===== src/rtl/core/a64x_pkg.sv =====
// a64x_pkg: shared types, constants and the instruction decoder for the
// arm64 subset executor. No dependencies; imported by rtl/core but a64x_ram.
package a64x_pkg;

    // data memory geometry
    localparam int DMEM_WORDS = 4096;
    localparam int DMEM_AW    = $clog2(DMEM_WORDS);

    // register file geometry
    localparam int RF_DEPTH = 32;
    localparam int RF_AW    = $clog2(RF_DEPTH);

    localparam int XLEN = 64;

    // configuration register indexes
    localparam logic [1:0] CFG_MEM_BYTES  = 2'd0;
    localparam logic [1:0] CFG_STACK_BASE = 2'd1;
    localparam logic [1:0] CFG_ENTRY_PC   = 2'd2;

    localparam logic [15:0] MEM_BYTES_RST = 16'd32768;

    // result status codes
    localparam logic [1:0] ST_CONT    = 2'd0;
    localparam logic [1:0] ST_RET     = 2'd1;
    localparam logic [1:0] ST_UNKNOWN = 2'd2;
    localparam logic [1:0] ST_SVC     = 2'd3;

    // encodings
    localparam logic [31:0] RET_WORD  = 32'hD65F03C0;
    localparam logic [31:0] RET_MASK  = 32'hFFFFFC00;
    localparam logic [31:0] RET_MATCH = 32'hD65F0000;
    localparam logic [31:0] MOVZ_MASK = 32'hFFC00000;
    localparam logic [31:0] MOVZ_MATCH = 32'hD2800000;
    localparam logic [31:0] ADDSUB_MASK = 32'h7F000000;
    localparam logic [31:0] ADD_MATCH = 32'h11000000;
    localparam logic [31:0] SUB_MATCH = 32'h51000000;
    localparam logic [31:0] LDST_MASK = 32'hFFC003E0;
    localparam logic [31:0] STR_MATCH = 32'hF80003E0;
    localparam logic [31:0] LDR_MATCH = 32'hF94003E0;
    localparam logic [31:0] SVC_MASK  = 32'hFFFF0000;
    localparam logic [31:0] SVC_MATCH = 32'hD4000000;

    localparam logic [RF_AW-1:0] REG_CALL_NUM = RF_AW'(8);
    localparam logic [RF_AW-1:0] REG_CALL_ARG = RF_AW'(0);

    typedef enum logic [2:0] {
        OP_RET,
        OP_MOVZ,
        OP_ADD,
        OP_SUB,
        OP_STR,
        OP_LDR,
        OP_SVC,
        OP_UNK
    } t_op;

    // register file write port
    typedef struct packed {
        logic             en;
        logic [RF_AW-1:0] addr;
        logic [XLEN-1:0]  data;
    } t_rf_wr;

    // data memory write port
    typedef struct packed {
        logic               en;
        logic [DMEM_AW-1:0] addr;
        logic [XLEN-1:0]    data;
    } t_dm_wr;

    // first match wins
    function automatic t_op a64x_decode(input logic [31:0] w);
        t_op op;
        priority if ((w & RET_MASK) == RET_MATCH)      op = OP_RET;
        else if ((w & MOVZ_MASK) == MOVZ_MATCH)        op = OP_MOVZ;
        else if ((w & ADDSUB_MASK) == ADD_MATCH)       op = OP_ADD;
        else if ((w & ADDSUB_MASK) == SUB_MATCH)       op = OP_SUB;
        else if ((w & LDST_MASK) == STR_MATCH)         op = OP_STR;
        else if ((w & LDST_MASK) == LDR_MATCH)         op = OP_LDR;
        else if ((w & SVC_MASK) == SVC_MATCH)          op = OP_SVC;
        else                                           op = OP_UNK;
        return op;
    endfunction

endpackage


===== src/rtl/core/a64x_ram.sv =====
// a64x_ram: generic single-write, single-read synchronous RAM with a
// registered read port (old data on a same-address write). No dependencies.
module a64x_ram #(
    parameter int WIDTH = 64,
    parameter int DEPTH = 32
) (
    input  logic                     i_clk,
    input  logic                     i_we,
    input  logic [$clog2(DEPTH)-1:0] i_waddr,
    input  logic [WIDTH-1:0]         i_wdata,
    input  logic                     i_re,
    input  logic [$clog2(DEPTH)-1:0] i_raddr,
    output logic [WIDTH-1:0]         o_rdata
);

    logic [WIDTH-1:0] r_mem [DEPTH];
    logic [WIDTH-1:0] r_rdata;

    always_ff @(posedge i_clk) begin
        if (i_we) begin
            r_mem[i_waddr] <= i_wdata;
        end
        if (i_re) begin
            r_rdata <= r_mem[i_raddr];
        end
    end

    assign o_rdata = r_rdata;

endmodule


===== src/rtl/core/a64x_regs.sv =====
// a64x_regs: 32 x 64 general register file, two read ports, one write port.
// Uses a64x_ram (one copy per read port) and a64x_pkg.
module a64x_regs
    import a64x_pkg::*;
(
    input  logic             i_clk,
    input  logic             i_rst_n,
    input  logic             i_rd_en,
    input  logic [RF_AW-1:0] i_rd_addr_a,
    input  logic [RF_AW-1:0] i_rd_addr_b,
    output logic [XLEN-1:0]  o_rd_data_a,
    output logic [XLEN-1:0]  o_rd_data_b,
    input  t_rf_wr           i_wr
);

    logic [RF_DEPTH-1:0] r_vld;
    logic                r_vld_a, r_vld_b;
    logic                r_hit_a, r_hit_b;
    logic [XLEN-1:0]     r_byp;
    logic [XLEN-1:0]     ram_a, ram_b;

    a64x_ram #(.WIDTH(XLEN), .DEPTH(RF_DEPTH)) u_ram_a (
        .i_clk   (i_clk),
        .i_we    (i_wr.en),
        .i_waddr (i_wr.addr),
        .i_wdata (i_wr.data),
        .i_re    (i_rd_en),
        .i_raddr (i_rd_addr_a),
        .o_rdata (ram_a)
    );

    a64x_ram #(.WIDTH(XLEN), .DEPTH(RF_DEPTH)) u_ram_b (
        .i_clk   (i_clk),
        .i_we    (i_wr.en),
        .i_waddr (i_wr.addr),
        .i_wdata (i_wr.data),
        .i_re    (i_rd_en),
        .i_raddr (i_rd_addr_b),
        .o_rdata (ram_b)
    );

    // entries never written read as zero
    always_ff @(posedge i_clk) begin
        if (!i_rst_n) begin
            r_vld <= '0;
        end else if (i_wr.en) begin
            r_vld[i_wr.addr] <= 1'b1;
        end
    end

    // write landing on the same edge as the read is forwarded
    always_ff @(posedge i_clk) begin
        if (i_rd_en) begin
            r_vld_a <= r_vld[i_rd_addr_a];
            r_vld_b <= r_vld[i_rd_addr_b];
            r_hit_a <= i_wr.en && (i_wr.addr == i_rd_addr_a);
            r_hit_b <= i_wr.en && (i_wr.addr == i_rd_addr_b);
            r_byp   <= i_wr.data;
        end
    end

    assign o_rd_data_a = r_hit_a ? r_byp : (r_vld_a ? ram_a : '0);
    assign o_rd_data_b = r_hit_b ? r_byp : (r_vld_b ? ram_b : '0);

endmodule


===== config.mk =====
export PLATFORM = sky130hd
export DESIGN_NAME = a64x_regs
export DESIGN_NICKNAME = d
export VERILOG_FILES = /design/src/rtl/core/a64x_pkg.sv /design/src/rtl/core/a64x_ram.sv /design/src/rtl/core/a64x_regs.sv
export SDC_FILE = /design/constraint.sdc
export NUM_CORES = 2
export LEC_CHECK = 0
export ABC_AREA = 0
export ABC_CLOCK_PERIOD_IN_PS = 6700
export BUFFER_PORTS_ARGS = -buffer_cell sky130_fd_sc_hd__buf_4
export CAP_MARGIN = 20
export CORE_MARGIN = 2
export CORE_UTILIZATION = 40
export DETAILED_ROUTE_END_ITERATION = 6
export SKIP_LAST_GASP = 1
export SLEW_MARGIN = 10
export SYNTH_ARGS = -nofsm -noshare
export SYNTH_HDL_FRONTEND = slang
export SYNTH_SLANG_ARGS = --single-unit

===== constraint.sdc =====
create_clock -name i_clk -period 6.7 [get_ports i_clk]
set_clock_uncertainty 0.15 [all_clocks]
set_input_delay 1.34 -clock i_clk [delete_from_list [all_inputs] [get_ports i_clk]]
set_output_delay 1.34 -clock i_clk [all_outputs]
set_load 0.01 [all_outputs]

==> summary.md <==
| Metric | Value |
|---|---|
| Die ar. | `261,000 µm²` |
| DRT antenna net count | `0` |
| CP arrival | `3410 ps` |
| Critical path's slowest cell | `buf_4` |
| R2r endpoint | `u_ram_b.o_rdata[6]` |
| Max IR drop VDD | `0.247 mV` |
| Placed insts | `8,059` |
| Count of pins over their slew limit | `0` |
| Starting DRT DRC Count | `7,223` |
| RSZ-0062 raised after global routing | `false` |
| Yosys top cell area share | `65.6%` |
| Outcome | `complete, no violations` |
| Fin Setup TNS | `0 ps` |
| Vias in the first global route | `56,100` |
| Setup ws final | `1800 ps` |
| Initial antenna violation count | `16` |
| CP peak stage delay | `710 ps` |
| Clock latency on the worst-skew pair | `890 ps` |
| Async set or reset register ratio after synthesis | `0%` |
| Yosys warnings | `0` |
| Cells on worst reg2reg path | `4` |
| Post-Place Setup Slack | `1560 ps` |
| Final Setup Violations | `0` |
| Leakage | `36.8 nW` |
| Chip height | `511 µm` |
| Area leader, netlist | `edfxtp_1` |
| WHS Path Cells | `1` |
| Net count, final | `4,993` |
| Site Rows | `186` |
| Synth Cell Area | `103,000 µm²` |
| PostCTS Resize Cnt | `0` |
| Critical Path RT | `5210 ps` |
| Die Width | `511 µm` |
| Final hold viol count | `0` |
| Critical path endpoint category | `output pin` |
| Crit path max fanout | `36` |
| Fmax | `204 MHz` |
| First-pass DRT Iterations | `5` |
| Clock-pin slew on the worst setup and hold paths | `60 ps` |
| Max-slew headroom | `20.3%` |
| Most frequent cells in the layout | `edfxtp_1 (2,244), mux4_2 (1,136), buf_4 (295), clkbuf_16 (236), mux2i_1 (216)` |
| DR WL/cell | `37.1 µm` |
| Worst-Margin Slew | `1200 ps` |
| Port-buffer cells | `210` |
| Top post-synthesis cells by area | `edfxtp_1 (66%), mux4_2 (25%), mux2i_1 (2.1%), mux2_2 (1.6%), a22o_1 (1.1%)` |
| Via/cell ratio | `6.51` |
| Core Footprint | `256,000 µm²` |
| Commonest non-fill, non-tap cell in the layout | `edfxtp_1` |
| Area Overhead vs Synth | `13.4%` |
| Syn Inst Count | `4,675` |
| Post-route minimum period | `4900 ps` |
| Mean Syn Cell Area | `22.0 µm²` |
| Clock Sinks | `2,276` |
| Worst hold start | `r_vld[30]` |
| Sequential area share after synthesis | `66.2%` |
| CTS Root Cell | `clkbuf_16` |
| WS Path Type | `flip-flop to output pin` |
| Finished Layout Cells | `8,493` |
| Worst R2R Setup Slack | `3900 ps` |
| EDFF count, synth | `2,244` |
| H-tree level count | `4` |
| Reg2reg start | `u_ram_b.r_mem[9][6]` |
| Initial Util | `40.1%` |
| Synth cell types | `39` |
| Via count | `55,300` |
| Gp weighted congestion | `0.797` |
| Number of setup buffers added after CTS | `0` |
| Register bit total from synthesis | `2,276` |
| Largest net degree at the start of global routing | `133` |
| IO Pins | `211` |
| Startpoint types | `flip-flop` |
| CTS buffer count | `233` |
| CTS tree | `yes` |
| Worst Hold End | `r_vld[30]` |
| Layout cell share with drive strength beyond 1 | `39.7%` |
| Cell repeated most along the worst path | `buf_4` |
| Final period util | `73.2%` |
| CTS Hold Buffers Added | `0` |
| Global-route wire length before repair | `440,000 µm` |
| Post-DP HPWL | `171,000 µm` |
| Drc violations | `0` |
| Max_cap viols | `0` |
| Longest Clk Path Bufs | `3` |
| Routed WL | `315,000 µm` |
| PD cells | `269 nW/µm²` |
| Syn_nets | `4,758` |
| Worst-path cell chain | `buf_4, buf_4, a22o_1, buf_4` |
| Main synth FF type | `edfxtp_1` |
| Total Routing Usage GR | `23.9%` |
| Total grt overflow | `0` |
| Class of the worst hold path | `flip-flop to flip-flop` |
==> cells in the mapped netlist, drive strengths merged, types with 13 or more instances <==
cell	count
a21o	17
a221oi	41
a22o	126
buf	212
clkbuf	162
dfxtp	32
edfxtp	2244
mux2	143
mux2i	216
mux4	1136
nand2	62
nor2	39
nor2b	28
o21a	35
o21ai	28
o22a	13
o22ai	65
==> cell families after synthesis <==
logic type,share of synthesized area (%)
XOR/XNOR,0.0852
buffers and inverters,1.74
AND/OR/NAND/NOR,0.688
AO/OA/AOI/OAI,2.74
multiplexers,28.6
flip-flops,66.2
==> worst max path at each step <==
stage                   start                    to  cells past startpoint
3_3_place_gp   i_rd_addr_b[2]    u_ram_b.o_rdata[6]                      6
4_1_cts               r_hit_b       o_rd_data_b[45]                      4
2_1_floorplan        i_wr[64]  u_ram_b.r_mem[12][0]                      4
6_report              r_hit_b       o_rd_data_b[45]                      4
5_1_grt               r_hit_b       o_rd_data_b[45]                      4
3_5_place_dp   i_rd_addr_b[2]    u_ram_b.o_rdata[6]                      6
==> power breakdown <==
group	leakage, nW	internal (mW)	switching [mW]
clock	3.56	7.00	5.59
sequential	20.6	15.9	0.140
combinational	12.6	1.18	1.45
total	36.8	24.1	7.18
==> sequential cells by signal (all words and copies together), names as in the netlist <==
register	cells
r_byp	64
r_hit_a	1
r_hit_b	1
r_vld	32
r_vld_a	1
r_vld_b	1
u_ram_a.o_rdata	64
u_ram_a.r_mem	64
u_ram_b.o_rdata	64
u_ram_b.r_mem	1984
==> through the flow <==
step	power [mW]	utilization, %	cell area, µm²	hold WS, ps
2_1_floorplan	17.9	-	103000	302
3_3_place_gp	19.0	42.6	109000	310
3_5_place_dp	19.0	42.6	109000	322
4_1_cts	31.5	45.5	117000	336
5_1_grt	32.2	45.5	117000	363
6_report	31.3	45.5	117000	334
==> worst max-delay path: cells and delay by family (launching register included) <==
kind                   cells  cell delay (ps)
AO/OA/AOI/OAI              1              460
buffers and inverters      3             1590
flip-flops                 1              400
==> cell type report <==
class	instances	area [µm²]
antenna	4	10.0
clock buffer	291	6120
clock inverter	139	1190
fill	21100	140000
inverter	2	13.8
multi-input combinational	2023	33200
sequential	2276	68000
tap	3384	4230
timing repair buffer	374	3730
==> layer usage <==
layer	share of wire (%)	vias to the layer above	GRT usage, %
met5	0.014	-	0
li1	-	21200	-
met3	9.0	447	4.35
met1	41	30600	34.4
met4	2.5	6	6.26
met2	47	2984	37.6
Note: power is estimated with default switching activity, not from simulation.
